===== config.mk =====
export PLATFORM = sky130hd
export DESIGN_NAME = afc_ctrl
export DESIGN_NICKNAME = d
export VERILOG_FILES = /design/src/rtl/core/afc_pkg.sv /design/src/rtl/core/afc_ctrl.sv
export SDC_FILE = /design/constraint.sdc
export NUM_CORES = 1
export LEC_CHECK = 0
export BUFFER_PORTS_ARGS = -buffer_cell sky130_fd_sc_hd__buf_4
export CAP_MARGIN = 10
export CORE_AREA = 8 8 45 47
export CTS_BUF_LIST = sky130_fd_sc_hd__clkbuf_8
export DETAILED_ROUTE_END_ITERATION = 10
export DIE_AREA = 0 0 53 55
export PLACE_DENSITY = 0.5
export SYNTH_ARGS = -nofsm -noshare
export SYNTH_HDL_FRONTEND = slang
export SYNTH_SLANG_ARGS = --single-unit

===== constraint.sdc =====
create_clock -name clk -period 2.6 [get_ports clk]
set_clock_uncertainty 0.1 [all_clocks]
set_input_delay 0.39 -clock clk [delete_from_list [all_inputs] [get_ports clk]]
set_output_delay 0.39 -clock clk [all_outputs]
set_load 0.005 [all_outputs]

===== src/rtl/core/afc_pkg.sv =====
`default_nettype none

package afc_pkg;

  localparam int DEF_NUM_PLANES       = 6;
  localparam int DEF_FOOTPRINT_PLANES = 4;

  localparam int COEF_W = 32;
  localparam int EXT_W  = 31;
  // width that holds the plane distance and the corner spread around it
  localparam int SUM_W  = 68;
  localparam int D_SHIFT = 30;

  typedef enum logic [1:0] {
    OP_LOAD  = 2'd0,
    OP_BOX   = 2'd1,
    OP_FOOT  = 2'd2,
    OP_NONE  = 2'd3
  } op_t;

  typedef struct packed {
    logic [1:0]               operation;
    logic [2:0]               plane_index;
    logic signed [COEF_W-1:0] coef_a;
    logic signed [COEF_W-1:0] coef_b;
    logic signed [COEF_W-1:0] coef_c;
    logic signed [COEF_W-1:0] coef_d;
    logic signed [COEF_W-1:0] center_x;
    logic signed [COEF_W-1:0] center_y;
    logic signed [COEF_W-1:0] center_z;
    logic [EXT_W-1:0]         extent_x;
    logic [EXT_W-1:0]         extent_y;
    logic [EXT_W-1:0]         extent_z;
  } item_t;

  typedef struct packed {
    logic visible;
    logic fully_inside;
    logic is_test_result;
  } result_t;

  typedef struct packed {
    logic signed [COEF_W-1:0] a;
    logic signed [COEF_W-1:0] b;
    logic signed [COEF_W-1:0] c;
    logic signed [COEF_W-1:0] d;
  } plane_t;

  typedef struct packed {
    logic take_item;
    logic write_plane;
    logic start_test;
    logic issue;
    logic out_load;
  } cmd_t;

  typedef struct packed {
    logic last_plane;
    logic out_free;
  } status_t;

endpackage

`default_nettype wire


===== src/rtl/core/afc_ctrl.sv =====
`default_nettype none

module afc_ctrl
  import afc_pkg::*;
(
  input  wire logic    clk,
  input  wire logic    rst,
  input  wire logic    item_valid,
  input  wire logic [1:0] item_op,
  output logic         item_stall,
  input  wire status_t status,
  output cmd_t         cmd
);

  typedef enum logic [3:0] {
    ST_IDLE   = 4'b0001,
    ST_ISSUE  = 4'b0010,
    ST_DRAIN  = 4'b0100,
    ST_RESULT = 4'b1000
  } state_t;

  state_t state, state_next;
  logic   drain_cnt, drain_cnt_next;

  assign item_stall = (state != ST_IDLE);

  always_comb begin
    state_next     = state;
    drain_cnt_next = drain_cnt;
    cmd            = '0;
    case (state)
      ST_IDLE: begin
        if (item_valid) begin
          cmd.take_item = 1'b1;
          case (op_t'(item_op))
            OP_LOAD: begin
              cmd.write_plane = 1'b1;
              state_next      = ST_RESULT;
            end
            OP_BOX, OP_FOOT: begin
              cmd.start_test = 1'b1;
              state_next     = ST_ISSUE;
            end
            default: begin
              state_next = ST_RESULT;
            end
          endcase
        end
      end
      ST_ISSUE: begin
        cmd.issue = 1'b1;
        if (status.last_plane) begin
          drain_cnt_next = 1'b0;
          state_next     = ST_DRAIN;
        end
      end
      ST_DRAIN: begin
        // wait for the last plane to leave the pipeline
        drain_cnt_next = 1'b1;
        if (drain_cnt) begin
          state_next = ST_RESULT;
        end
      end
      ST_RESULT: begin
        if (status.out_free) begin
          cmd.out_load = 1'b1;
          state_next   = ST_IDLE;
        end
      end
      default: begin
        state_next = ST_IDLE;
      end
    endcase
  end

  always_ff @(posedge clk) begin
    if (rst) begin
      state     <= ST_IDLE;
      drain_cnt <= 1'b0;
    end else begin
      state     <= state_next;
      drain_cnt <= drain_cnt_next;
    end
  end

endmodule

`default_nettype wire


After elaboration in Yosys (flattened, before gate mapping):

Cells that the tools add are included.

* reductions and logical operators: 5
* equality and inequality tests: 11
* muxes and demuxes: 15

Operator list (count)
* 4-bit two-way mux: 5
* 4-bit case mux with 4 select lines: 1
* 2-bit inequality test, second input constant: 4
* 1-bit two-way mux: 6
* 3-bit two-way mux: 2
* 4-bit by 1-bit == test with 1-bit output, second input constant: 1
* 4-bit by 2-bit == test with 1-bit output, second input constant: 1
* 4-bit by 3-bit == test with 1-bit output, second input constant: 1
* 4-bit == test, second input constant: 1
* 4-bit by 1-bit inequality test with 1-bit output, second input constant: 1
* 4-bit AND reduction: 1
* 2-bit by 1-bit == test with 1-bit output, second input constant: 1
* 2-bit == test, second input constant: 1
* 2-bit logical NOT: 1
* 1-bit case mux with 2 select lines: 1
* 2-bit AND reduction: 1
* 2-bit nonzero test: 1
* 2-bit OR reduction: 1

* word-level logic and storage cells: 33
* output and inout port bits: 6
* register bits: 5

Logic depth before layout (Yosys ltp):

Gate-level depths: netlist of the first run.

* depth after elaboration: 5
* gate-level depth with buffers: 6

Least setup slack after synthesis of the first run:

No wires, ideal clock.

* path type: input to register
* start point: input port item_op[0]
* end point: register state[3]
* path buffers: 0
* stages on the path: 6
* path slack: 1.118 ns
* data arrival time: 1.280 ns
* required time: 2.399 ns
* path through: inv_1 > ha_1 > or3b_1 > o21ai_0 > o2111ai_1 > o41ai_1

* cells in the longest elaborated chain, start to end: 5
* elaborated cells on any way between the ends: 6

Ends and longest elaborated chain
* start: declaration: RTL line afc_ctrl.sv:9 `input wire logic [1:0] item_op,`
* 2-bit by 1-bit == test with 1-bit output / 2-bit == test (equally long branches): RTL line afc_ctrl.sv:35 `case (op_t'(item_op))`
* 2-bit OR reduction (*): RTL line afc_ctrl.sv:35
* 4-bit two-way mux (*): RTL line afc_ctrl.sv:35
* 4-bit two-way mux (*): RTL line afc_ctrl.sv:33 `if (item_valid) begin`
* 4-bit case mux with 4 select lines (*): RTL line afc_ctrl.sv:31 `case (state)`
* end signal: assignment: RTL line afc_ctrl.sv:81 `state <= state_next;`
* end: declaration: RTL line afc_ctrl.sv:22 `state_t state, state_next;`

Mark *: on every way between the ends. The rest lies on a longest branch, timed or not. The select of a mux whose other input is x is not followed.
A chain may end at the register's enable or synchronous reset.

==> out/summary.txt, run 1 <==
STATUS
-------------------------------------------------------------------------------------------------
Result of the run                                                                       completed

PWR
-------------------------------------------------------------------------------------------------
Power density relative to cell area                                                   633 nW/um^2
Switching Share                                                                             0.290
Net switching power figure                                                                98.4 uW
Clk network pwr share                                                                       0.412
Portion of total power attributed to sequential cells                                       0.307
Total Power                                                                                340 uW
Peak supply drop                                                                           328 uV
Leakage power                                                                         0.000245 uW
Logic gate share of total power                                                             0.281
P_int                                                                                      241 uW

CTS
-------------------------------------------------------------------------------------------------
Clock latency on the worst-skew pair                                                      0.22 ns
TritonCTS Buffers                                                                               3
Clk Tree Root Cell                                                                   sky130_fd_sc_hd__clkbuf_8
TritonCTS clock tree                                                                          yes
Quantity of gates resized following cts                                                         0
Worst-case clock buffer depth                                                                   2
Clk pin slew, worst setup/hold paths                                                      0.04 ns
H-tree depth                                                                                    1
Clock sinks                                                                                     5
Hold-fix buffers at CTS                                                                         0
Count of buffers added by post-CTS timing repair for setup                                      0

PLACEMENT
-------------------------------------------------------------------------------------------------
Number of I/O port buffers                                                                     12
HPWL after detailed placement                                                              749 um
GP Congestion                                                                               0.665

CRITICAL PATH
-------------------------------------------------------------------------------------------------
Type of element capturing the critical path                                           output port
Slowest CP cell                                                                      sky130_fd_sc_hd__dfxtp_1
Worst endpoint data arrival time                                                          1.36 ns
Cell chain of the critical path                                                      nor4b_4 -> and3_4 -> buf_4
Critical Path Start Type                                                                     flop
Worst setup path category                                                                 reg2out
Req. time, crit path                                                                      2.11 ns
Worst Reg-to-Reg Cells                                                                          4
Crit path largest cell delay                                                              0.44 ns
Highest fanout seen on the critical path                                                       11

SYNTHESIS
-------------------------------------------------------------------------------------------------
Synth Flop Type                                                                      sky130_fd_sc_hd__dfxtp_1
Post-synth net total                                                                           57
Average cell area after synthesis                                                      8.45 sq um
Yosys warning total                                                                             0
Post-synth ARST share                                                                           0
Number of enable-type register cells in the synthesized netlist                                 0
Number of distinct library cell variants in the gate-level netlist after synthesis             30
Post-synthesis cell count                                                                      49
Flops & latches, synth                                                                          5
Sequential area share after synthesis                                                       0.242
Synth Cell Area                                                                         414 sq um

FLOORPLAN
-------------------------------------------------------------------------------------------------
Number of rows in the core area                                                                14
Area enclosed by the die boundary                                                      2920 sq um
Die Height                                                                                  55 um
Placeable core region                                                                  1380 sq um
Number of top-level pins                                                                       13
Die span in x                                                                               53 um
Starting density of the core                                                                0.299

FINISH
-------------------------------------------------------------------------------------------------
Most common library cell in the layout ignoring fill and taps                        sky130_fd_sc_hd__buf_4
Layout overhead on the synthesized area                                                     29.6%
Layout cell share with drive strength beyond 1                                              0.393
Most frequent cells in the layout                                                    sky130_fd_sc_hd__buf_4 (12), sky130_fd_sc_hd__inv_1 (8), sky130_fd_sc_hd__dfxtp_1 (5)
Inserted Diodes                                                                                 0
Nets                                                                                           70

ROUTE
-------------------------------------------------------------------------------------------------
Iteration-0 DRC count of the detailed router                                                    6
Vias per std cell                                                                            5.05
Remaining antenna violation count after routing                                                 0
Vias post-DR                                                                                  389
Routed wire length                                                                         989 um
DR DRC count                                                                                    0
Average wire per standard cell                                                            12.8 um
Router iterations before antenna repair                                                         2

STA
-------------------------------------------------------------------------------------------------
Final number of max-transition violations                                                       0
Slew of the pin with the lowest slew margin                                              0.454 ns
Shortest clock period the worst path allows after layout                                  1.85 ns
Summed negative setup slack over all endpoints                                               0 ns
Peak Freq                                                                                 539 MHz
Relative slew margins                                                                       0.697
Share of the clock period used by the worst path                                            0.713
Number of hold violations in the final report                                                   0
Final setup violating endpoints                                                                 0
Unrepaired setup endpoints after global routing                                             false

HOLD PATH
-------------------------------------------------------------------------------------------------
Worst hold stages                                                                               2
Hold Path Class                                                                            in2reg

GLOBAL ROUTE
-------------------------------------------------------------------------------------------------
Largest net degree at the start of global routing                                              12
Initial antenna violation count                                                                 0
Via count of the first global-routing pass                                                    378
Sum of overflow across all layers after global routing                                          0
Global-route wire length before repair                                                    1590 um
Gr usage total                                                                             0.0721

FLOW RUN
-------------------------------------------------------------------------------------------------
Max capacitance violation total                                                                 0

==> metrics by stage <==
step	util	cell area, sq um	worst slack [ns]	cells	hold WS (ns)
after floorplan	-	414	1.12	49	0.357
after global placement	0.355	492	0.966	73	0.423
after detailed placement	0.355	492	0.960	73	0.428
after CTS	0.388	537	0.726	77	0.278
after global routing	0.388	537	0.630	77	0.286
final	0.388	537	0.745	77	0.279
==> metal layers <==
layer  GRT usage  vias to the layer above  wire [um]
li1            -                      200          -
met1      0.0804                      182        453
met2       0.119                        7        468
met3      0.0481                        0         67
met4           0                        0          0
met5           0                        -          0
==> final timing paths <==
| path | startpoint | to | slack [ns] |
|---|---|---|---|
| setup reg to reg | state[1]$_SDFFE_PP0P_ | state[0]$_SDFFE_PP1P_ | 1.13 |
| setup / recovery | state[1]$_SDFFE_PP0P_ | cmd[2] | 0.75 |
| hold / removal | rst | state[1]$_SDFFE_PP0P_ | 0.28 |
| hold reg to reg | drain_cnt$_SDFFE_PP0P_ | drain_cnt$_SDFFE_PP0P_ | 0.43 |
==> Yosys cell counts, types with 2 or more instances <==
| master | count | area share |
|---|---|---|
| sky130_fd_sc_hd__buf_6 | 2 | 0.054 |
| sky130_fd_sc_hd__nor2_1 | 2 | 0.018 |
| sky130_fd_sc_hd__o21ai_0 | 4 | 0.048 |
| sky130_fd_sc_hd__nor3b_1 | 2 | 0.036 |
| sky130_fd_sc_hd__dfxtp_1 | 5 | 0.24 |
| sky130_fd_sc_hd__nor3_1 | 2 | 0.024 |
| sky130_fd_sc_hd__inv_1 | 7 | 0.063 |
| sky130_fd_sc_hd__a21oi_1 | 2 | 0.024 |
| sky130_fd_sc_hd__buf_2 | 2 | 0.024 |
==> critical path, delay by kind of cell, from the launching register on <==
family | cells | cell delay [ns]
AND/OR/NAND/NOR | 2 | 0.60
flip-flops | 1 | 0.44
buffers and inverters | 1 | 0.11
==> kinds of logic (layout without fill, tap and decap cells) <==
family / Yosys count / count (layout) / share of synthesized area
buffers and inverters: 11 / 23 / 0.142
xor gates and xnor gates: 1 / 1 / 0.0212
adders and majority gates: 1 / 1 / 0.0302
DFF: 5 / 5 / 0.242
AOI/OAI and AO/OA: 14 / 14 / 0.239
and+or+nand+nor: 17 / 17 / 0.326
==> final cells by class <==
class                   count  area [sq um]
well taps                  16          20.0
inverters                   7          26.3
clock buffers               3          41.3
flip-flops and latches      5           100
multi-input cells          33           255
repair buffers             12          90.1
fillers                   154           847
clock inverters             1          3.75
==> power groups by stage <==
stage          clock network, uW  registers [uW]  logic [uW]
3_5_place_dp                   0             106        97.0
6_report                     140             104        95.6
4_1_cts                      144             105        97.7
2_1_floorplan                  0            88.0        82.6
5_1_grt                      148             108         107
3_3_place_gp                   0             105        97.5
==> registers in the layout, summed over array words and instances (netlist names) <==
name / count
state: 4
drain_cnt: 1
Power figures use the tool's default switching activity.
==> run 2, diff against run 1 <==
- clock period: 2.6 -> 1.85 ns (I/O delays scaled with it)
==> run 2 against run 1 <==
Effect of this change: non-clock buffer count stayed put; count of clock-buffer cells in the layout did not move; sequential cell count is the same; power up 40%; largest power group unchanged; largest cell class unchanged; combinational power rose by 39%; worst hold slack got worse by 0.11 ns; first-iteration DRC count is 67% lower; clock power rose by 43%.
==> out/summary.txt, run 2 (synthesis results as in run 1) <==
STATUS
----------------------------------------------------------------------------------
Result of the run                                                        completed   unchanged

STA
----------------------------------------------------------------------------------
Number of hold violations in the final report                                    0   unchanged
Summed negative setup slack over all endpoints                                0 ns   unchanged
Unrepaired setup endpoints after global routing                              false   unchanged
Relative slew margins                                                        0.722   was 0.697
Peak Freq                                                                  582 MHz
Slew of the pin with the lowest slew margin                               0.417 ns   was 0.454 ns
Final number of max-transition violations                                        0   unchanged
Shortest clock period the worst path allows after layout                   1.72 ns
Final setup violating endpoints                                                  0   unchanged
Share of the clock period used by the worst path                             0.930

GLOBAL ROUTE
----------------------------------------------------------------------------------
Sum of overflow across all layers after global routing                           0   unchanged
Via count of the first global-routing pass                                     356   was 378
Initial antenna violation count                                                  0   unchanged
Global-route wire length before repair                                     1470 um   was 1590 um
Gr usage total                                                              0.0710   was 0.0721
Largest net degree at the start of global routing                               12   unchanged

FINISH
----------------------------------------------------------------------------------
Most frequent cells in the layout                                     sky130_fd_sc_hd__buf_4 (12), sky130_fd_sc_hd__inv_1 (8), sky130_fd_sc_hd__dfxtp_1 (5)   unchanged
Layout cell share with drive strength beyond 1                               0.393   unchanged
Layout overhead on the synthesized area                                      29.6%   unchanged
Nets                                                                            70   unchanged
Register name with the most flops                                            state   unchanged
Non-filler cells, final                                                         77   unchanged
Flip-flop count of the largest register, all copies and words added              4   unchanged
Registers with the most flip-flops                                    state (4), drain_cnt (1)   unchanged
Core Util, Final                                                             0.388   unchanged
Layout filler cell count                                                       157   was 154
Design Area, Final                                                       537 sq um   unchanged
Inserted Diodes                                                                  0   unchanged
Most common library cell in the layout ignoring fill and taps         sky130_fd_sc_hd__buf_4   unchanged

CRITICAL PATH
----------------------------------------------------------------------------------
Worst endpoint data arrival time                                           1.34 ns   was 1.36 ns
Worst Reg-to-Reg Cells                                                           4   unchanged
Critical Path Start Type                                                      flop   unchanged
Slowest CP cell                                                       sky130_fd_sc_hd__dfxtp_1   unchanged
Startpoint of the most critical register-to-register path             state[1]$_SDFFE_PP0P_   unchanged
Crit path largest cell delay                                               0.42 ns   was 0.44 ns
Cell chain of the critical path                                       nor4b_4 -> and3_4 -> buf_4   unchanged
Req. time, crit path                                                       1.47 ns   was 2.11 ns
Highest fanout seen on the critical path                                        11   unchanged
Setup crit end                                                              cmd[2]   unchanged
Worst setup path category                                                  reg2out   unchanged
Critical path origin                                                  state[1]$_SDFFE_PP0P_   unchanged
Reg2Reg Capture Point                                                 state[0]$_SDFFE_PP1P_   unchanged
Flop2flop setup slack                                                      0.40 ns   was 1.13 ns
Type of element capturing the critical path                            output port   unchanged

CTS
----------------------------------------------------------------------------------
Count of buffers added by post-CTS timing repair for setup                       0   unchanged
TritonCTS Buffers                                                                3   unchanged
Clock sinks                                                                      5   unchanged
TritonCTS clock tree                                                           yes   unchanged
Clk pin slew, worst setup/hold paths                                       0.04 ns   about the same
H-tree depth                                                                     1   unchanged
Worst-case clock buffer depth                                                    2   unchanged
Quantity of gates resized following cts                                          0   unchanged
Clock latency on the worst-skew pair                                       0.22 ns   about the same
Clk Tree Root Cell                                                    sky130_fd_sc_hd__clkbuf_8   unchanged
Hold-fix buffers at CTS                                                          0   unchanged

ROUTE
----------------------------------------------------------------------------------
Vias per std cell                                                             4.82   was 5.05
Remaining antenna violation count after routing                                  0   unchanged
Router iterations before antenna repair                                          3   was 2
DR DRC count                                                                     0   unchanged
Iteration-0 DRC count of the detailed router                                     2   was 6
Average wire per standard cell                                             11.8 um   was 12.8 um
Vias post-DR                                                                   371   was 389
Routed wire length                                                          912 um   was 989 um

PLACEMENT
----------------------------------------------------------------------------------
GP Congestion                                                                0.690   was 0.665
Placed insts                                                                    73   unchanged
Number of I/O port buffers                                                      12   unchanged
HPWL after detailed placement                                               687 um   was 749 um
Standard cell area after detailed placement                              492 sq um   unchanged

PWR
----------------------------------------------------------------------------------
Leakage power                                                          0.000245 uW   unchanged
Peak supply drop                                                            480 uV   was 328 uV
Total Power                                                                 477 uW   was 340 uW
Power density relative to cell area                                    889 nW/um^2   was 633 nW/um^2

FLOORPLAN
----------------------------------------------------------------------------------
Number of rows in the core area                                                 14   unchanged
Placeable core region                                                   1380 sq um   unchanged
Area enclosed by the die boundary                                       2920 sq um   unchanged
Die span in x                                                                53 um   unchanged
Number of top-level pins                                                        13   unchanged
Die Height                                                                   55 um   unchanged
Starting density of the core                                                 0.299   unchanged

FLOW RUN
----------------------------------------------------------------------------------
Max capacitance violation total                                                  0   unchanged

HOLD PATH
----------------------------------------------------------------------------------
Hold Path Class                                                             in2reg   unchanged

[run 2: where the power goes]
| part | switching, uW | internal [uW] |
|---|---|---|
| Combinational | 55.2 | 78.2 |
| Clock | 57.2 | 143 |
| Sequential | 25.4 | 119 |
[run 2: cell type report]
cell class | instances | area (sq um) | share of cell area
Clock buffer | 3 | 41.3 | 0.0769
Clock inverter | 1 | 3.75 | 0.00699
Tap cell | 16 | 20.0 | 0.0373
Sequential cell | 5 | 100 | 0.186
Timing Repair Buffer | 12 | 90.1 | 0.168
Inverter | 7 | 26.3 | 0.0490
Multi-Input combinational cell | 33 | 255 | 0.476
[run 2: critical path, delay by kind of cell (launching register included)]
family | cells | cell delay, ns
and+or+nand+nor | 2 | 0.59
DFF | 1 | 0.42
buffers and inverters | 1 | 0.10
[run 2: worst min path at each step]
| stage | start | end | depth (start not counted) |
|---|---|---|---|
| finish | rst | state[1]$_SDFFE_PP0P_ | 2 |
| global route | rst | state[1]$_SDFFE_PP0P_ | 2 |
| CTS | rst | state[1]$_SDFFE_PP0P_ | 2 |
| detailed placement | rst | state[1]$_SDFFE_PP0P_ | 2 |
| global placement | rst | state[1]$_SDFFE_PP0P_ | 2 |
| floorplan | rst | state[1]$_SDFFE_PP0P_ | 1 |
[run 2: per-stage QoR]
| stage | hold WS (ns) | worst slack (ns) |
|---|---|---|
| detailed placement | 0.402 | 0.320 |
| finish | 0.168 | 0.130 |
| global route | 0.169 | 0.0323 |
| floorplan | 0.244 | 0.481 |
| CTS | 0.166 | 0.123 |
| global placement | 0.401 | 0.331 |
[run 2: layer usage]
layer / track usage / share of wire
met4: 0.0517 / 0.0088
met1: 0.0653 / 0.41
met5: 0 / 0
met2: 0.111 / 0.49
met3: 0.0481 / 0.091
==> run 3, diff against run 2 <==
- CORE_AREA: 8 8 45 47 -> 2 2 39 41
- DIE_AREA: 0 0 53 55 -> 0 0 41 43
==> run 3 against run 2 <==
Effect of this change: clock power is essentially flat; die area is 40% lower; largest cell class unchanged; design area grew 1.4%; power grew 1.8%; count of clock-buffer cells in the layout stayed put; sequential share of layout area decreased by 0.26 points; highest routed layer is now met3; worst hold slack gained 0.00055 ns; via count is 2.4% higher; sequential cell count is the same; largest power group unchanged; cell count up 1.3%; register-to-register slack about the same; critical path type unchanged.
==> out/summary.txt, run 3 (synthesis results as in run 1) <==
STATUS
----------------------------------------------------------------------------------
Result of the run                                                        completed   unchanged

STA
----------------------------------------------------------------------------------
Peak Freq                                                                  581 MHz   was 582 MHz
Relative slew margins                                                        0.724   was 0.722
Number of hold violations in the final report                                    0   unchanged
Unrepaired setup endpoints after global routing                              false   unchanged
Final setup violating endpoints                                                  0   unchanged
Slew of the pin with the lowest slew margin                               0.414 ns   was 0.417 ns
Worst Hold Margin                                                         0.169 ns   was 0.168 ns
Final number of max-transition violations                                        0   unchanged
Shortest clock period the worst path allows after layout                   1.72 ns   about the same
Share of the clock period used by the worst path                             0.931   was 0.930
Summed negative setup slack over all endpoints                                0 ns   unchanged
Setup slack after layout                                                  0.128 ns   was 0.130 ns

FINISH
----------------------------------------------------------------------------------
Registers with the most flip-flops                                    state (4), drain_cnt (1)   unchanged
Register name with the most flops                                            state   unchanged
Most common library cell in the layout ignoring fill and taps         sky130_fd_sc_hd__buf_4   unchanged
Multi-input logic area                                                   255 sq um   unchanged
Layout cell share with drive strength beyond 1                               0.403   was 0.393
Flip-flop count of the largest register, all copies and words added              4   unchanged
Layout overhead on the synthesized area                                      31.4%   was 29.6%
Storage element area                                                     100 sq um   unchanged
Layout filler cell count                                                       139   was 157
Most frequent cells in the layout                                     sky130_fd_sc_hd__buf_4 (13), sky130_fd_sc_hd__inv_1 (8), sky130_fd_sc_hd__dfxtp_1 (5)   was sky130_fd_sc_hd__buf_4 (12), sky130_fd_sc_hd__inv_1 (8), sky130_fd_sc_hd__dfxtp_1 (5)
Inserted Diodes                                                                  0   unchanged
Nets                                                                            71   was 70
Design Area, Final                                                       544 sq um   was 537 sq um

CTS
----------------------------------------------------------------------------------
H-tree depth                                                                     1   unchanged
Clock latency on the worst-skew pair                                       0.22 ns   about the same
Count of buffers added by post-CTS timing repair for setup                       0   unchanged
Clk pin slew, worst setup/hold paths                                       0.04 ns   about the same
TritonCTS clock tree                                                           yes   unchanged
Quantity of gates resized following cts                                          0   unchanged
Clock sinks                                                                      5   unchanged
Clk Tree Root Cell                                                    sky130_fd_sc_hd__clkbuf_8   unchanged
Worst-case clock buffer depth                                                    2   unchanged
Hold-fix buffers at CTS                                                          0   unchanged
TritonCTS Buffers                                                                3   unchanged

PWR
----------------------------------------------------------------------------------
Leakage power                                                          0.000250 uW   was 0.000245 uW
Total Power                                                                 486 uW   was 477 uW
Power density relative to cell area                                    893 nW/um^2   was 889 nW/um^2
Peak supply drop                                                            460 uV   was 480 uV

CRITICAL PATH
----------------------------------------------------------------------------------
Worst setup path category                                                  reg2out   unchanged
Flop2flop setup slack                                                      0.40 ns   about the same
Reg2Reg Capture Point                                                 state[0]$_SDFFE_PP1P_   unchanged
Crit path buf inv count                                                          1   unchanged
Critical Path Start Type                                                      flop   unchanged
Type of element capturing the critical path                            output port   unchanged
Worst path top cell family by delay                                   simple AND/OR/NAND/NOR gates   unchanged
Req. time, crit path                                                       1.47 ns   about the same
Worst Reg-to-Reg Cells                                                           4   unchanged
Slowest CP cell                                                       sky130_fd_sc_hd__dfxtp_1   unchanged
Worst endpoint data arrival time                                           1.34 ns   about the same
Cell chain of the critical path                                       nor4b_4 -> and3_4 -> buf_4   unchanged
Highest fanout seen on the critical path                                        10   was 11
Crit path largest cell delay                                               0.47 ns   was 0.42 ns
Startpoint of the most critical register-to-register path             state[2]$_SDFFE_PP0P_   was state[1]$_SDFFE_PP0P_

ROUTE
----------------------------------------------------------------------------------
Vias post-DR                                                                   380   was 371
Average wire per standard cell                                             11.8 um   about the same
Iteration-0 DRC count of the detailed router                                     4   was 2
Remaining antenna violation count after routing                                  0   unchanged
Router iterations before antenna repair                                          2   was 3
Routed wire length                                                          924 um   was 912 um
Vias per std cell                                                             4.87   was 4.82
DR DRC count                                                                     0   unchanged

FLOORPLAN
----------------------------------------------------------------------------------
Number of rows in the core area                                                 14   unchanged
Die span in x                                                                41 um   was 53 um
Placeable core region                                                   1380 sq um   unchanged
Die Height                                                                   43 um   was 55 um
Number of top-level pins                                                        13   unchanged
Area enclosed by the die boundary                                       1760 sq um   was 2920 sq um
Starting density of the core                                                 0.299   unchanged

FLOW RUN
----------------------------------------------------------------------------------
Max capacitance violation total                                                  0   unchanged

HOLD PATH
----------------------------------------------------------------------------------
Worst Min Path Start                                                           rst   unchanged
Min-Delay Endpoint                                                    state[1]$_SDFFE_PP0P_   unchanged
Hold Path Class                                                             in2reg   unchanged
Worst hold stages                                                                2   unchanged

PLACEMENT
----------------------------------------------------------------------------------
HPWL after detailed placement                                               663 um   was 687 um
Setup slack at placement                                                  0.325 ns   was 0.320 ns
Standard cell area after detailed placement                              499 sq um   was 492 sq um
Number of I/O port buffers                                                      12   unchanged
GP Congestion                                                                0.701   was 0.690

GLOBAL ROUTE
----------------------------------------------------------------------------------
Gr usage total                                                               0.125   was 0.0710
Largest net degree at the start of global routing                               12   unchanged
Sum of overflow across all layers after global routing                           0   unchanged
Global-route wire length before repair                                     1430 um   was 1470 um
Initial antenna violation count                                                  0   unchanged
Via count of the first global-routing pass                                     357   was 356

run 3: cell types whose count changed in the layout (fill, tap and decap cells not counted), sizes merged:
cell	delta
buf	+1
run 3: worst max-delay path by stage:
stage / cells past startpoint / slack (ns) / start / end
2_1_floorplan: 6 / 0.48 / item_op[0] / state[3]$_SDFFE_PP0P_
3_3_place_gp: 7 / 0.35 / item_op[0] / state[3]$_SDFFE_PP0P_
3_5_place_dp: 7 / 0.32 / item_op[0] / state[3]$_SDFFE_PP0P_
4_1_cts: 3 / 0.11 / state[1]$_SDFFE_PP0P_ / cmd[2]
5_1_grt: 3 / 0.04 / state[0]$_SDFFE_PP1P_ / cmd[2]
6_report: 3 / 0.13 / state[0]$_SDFFE_PP1P_ / cmd[2]
run 3: area by class of cell:
cell class              instances  area share
clock inverters                 1     0.00690
well taps                      16      0.0368
multi-input cells              33       0.469
clock buffers                   3      0.0759
inverters                       7      0.0483
flip-flops and latches          5       0.184
repair buffers                 13       0.179
run 3: where the power goes:
| group | switching, uW | internal, uW | leakage (uW) |
|---|---|---|---|
| combinational | 62.0 | 82.5 | 0.000182 |
| sequential | 21.3 | 119 | 0.0000408 |
| clock | 58.7 | 143 | 0.0000269 |
| total | 142 | 344 | 0.000250 |
run 3: worst reg2reg max path, delay by kind of cell (launching register included):
kind             cells  cell delay (ns)
flip-flops           1             0.54
AO/OA/AOI/OAI        3             0.40
AND/OR/NAND/NOR      1             0.29
run 3: metal layers:
layer | global-route usage | part of all wire | up-vias
met5 | 0 | 0 | -
met4 | 0.0200 | 0 | 0
met3 | 0.0785 | 0.055 | 0
met2 | 0.184 | 0.49 | 8
met1 | 0.152 | 0.46 | 167
li1 | - | - | 205
run 3: stage by stage:
step / utilization / instances
floorplan: - / 49
CTS: 0.393 / 78
global route: 0.393 / 78
global placement: 0.361 / 74
detailed placement: 0.361 / 74
finish: 0.393 / 78
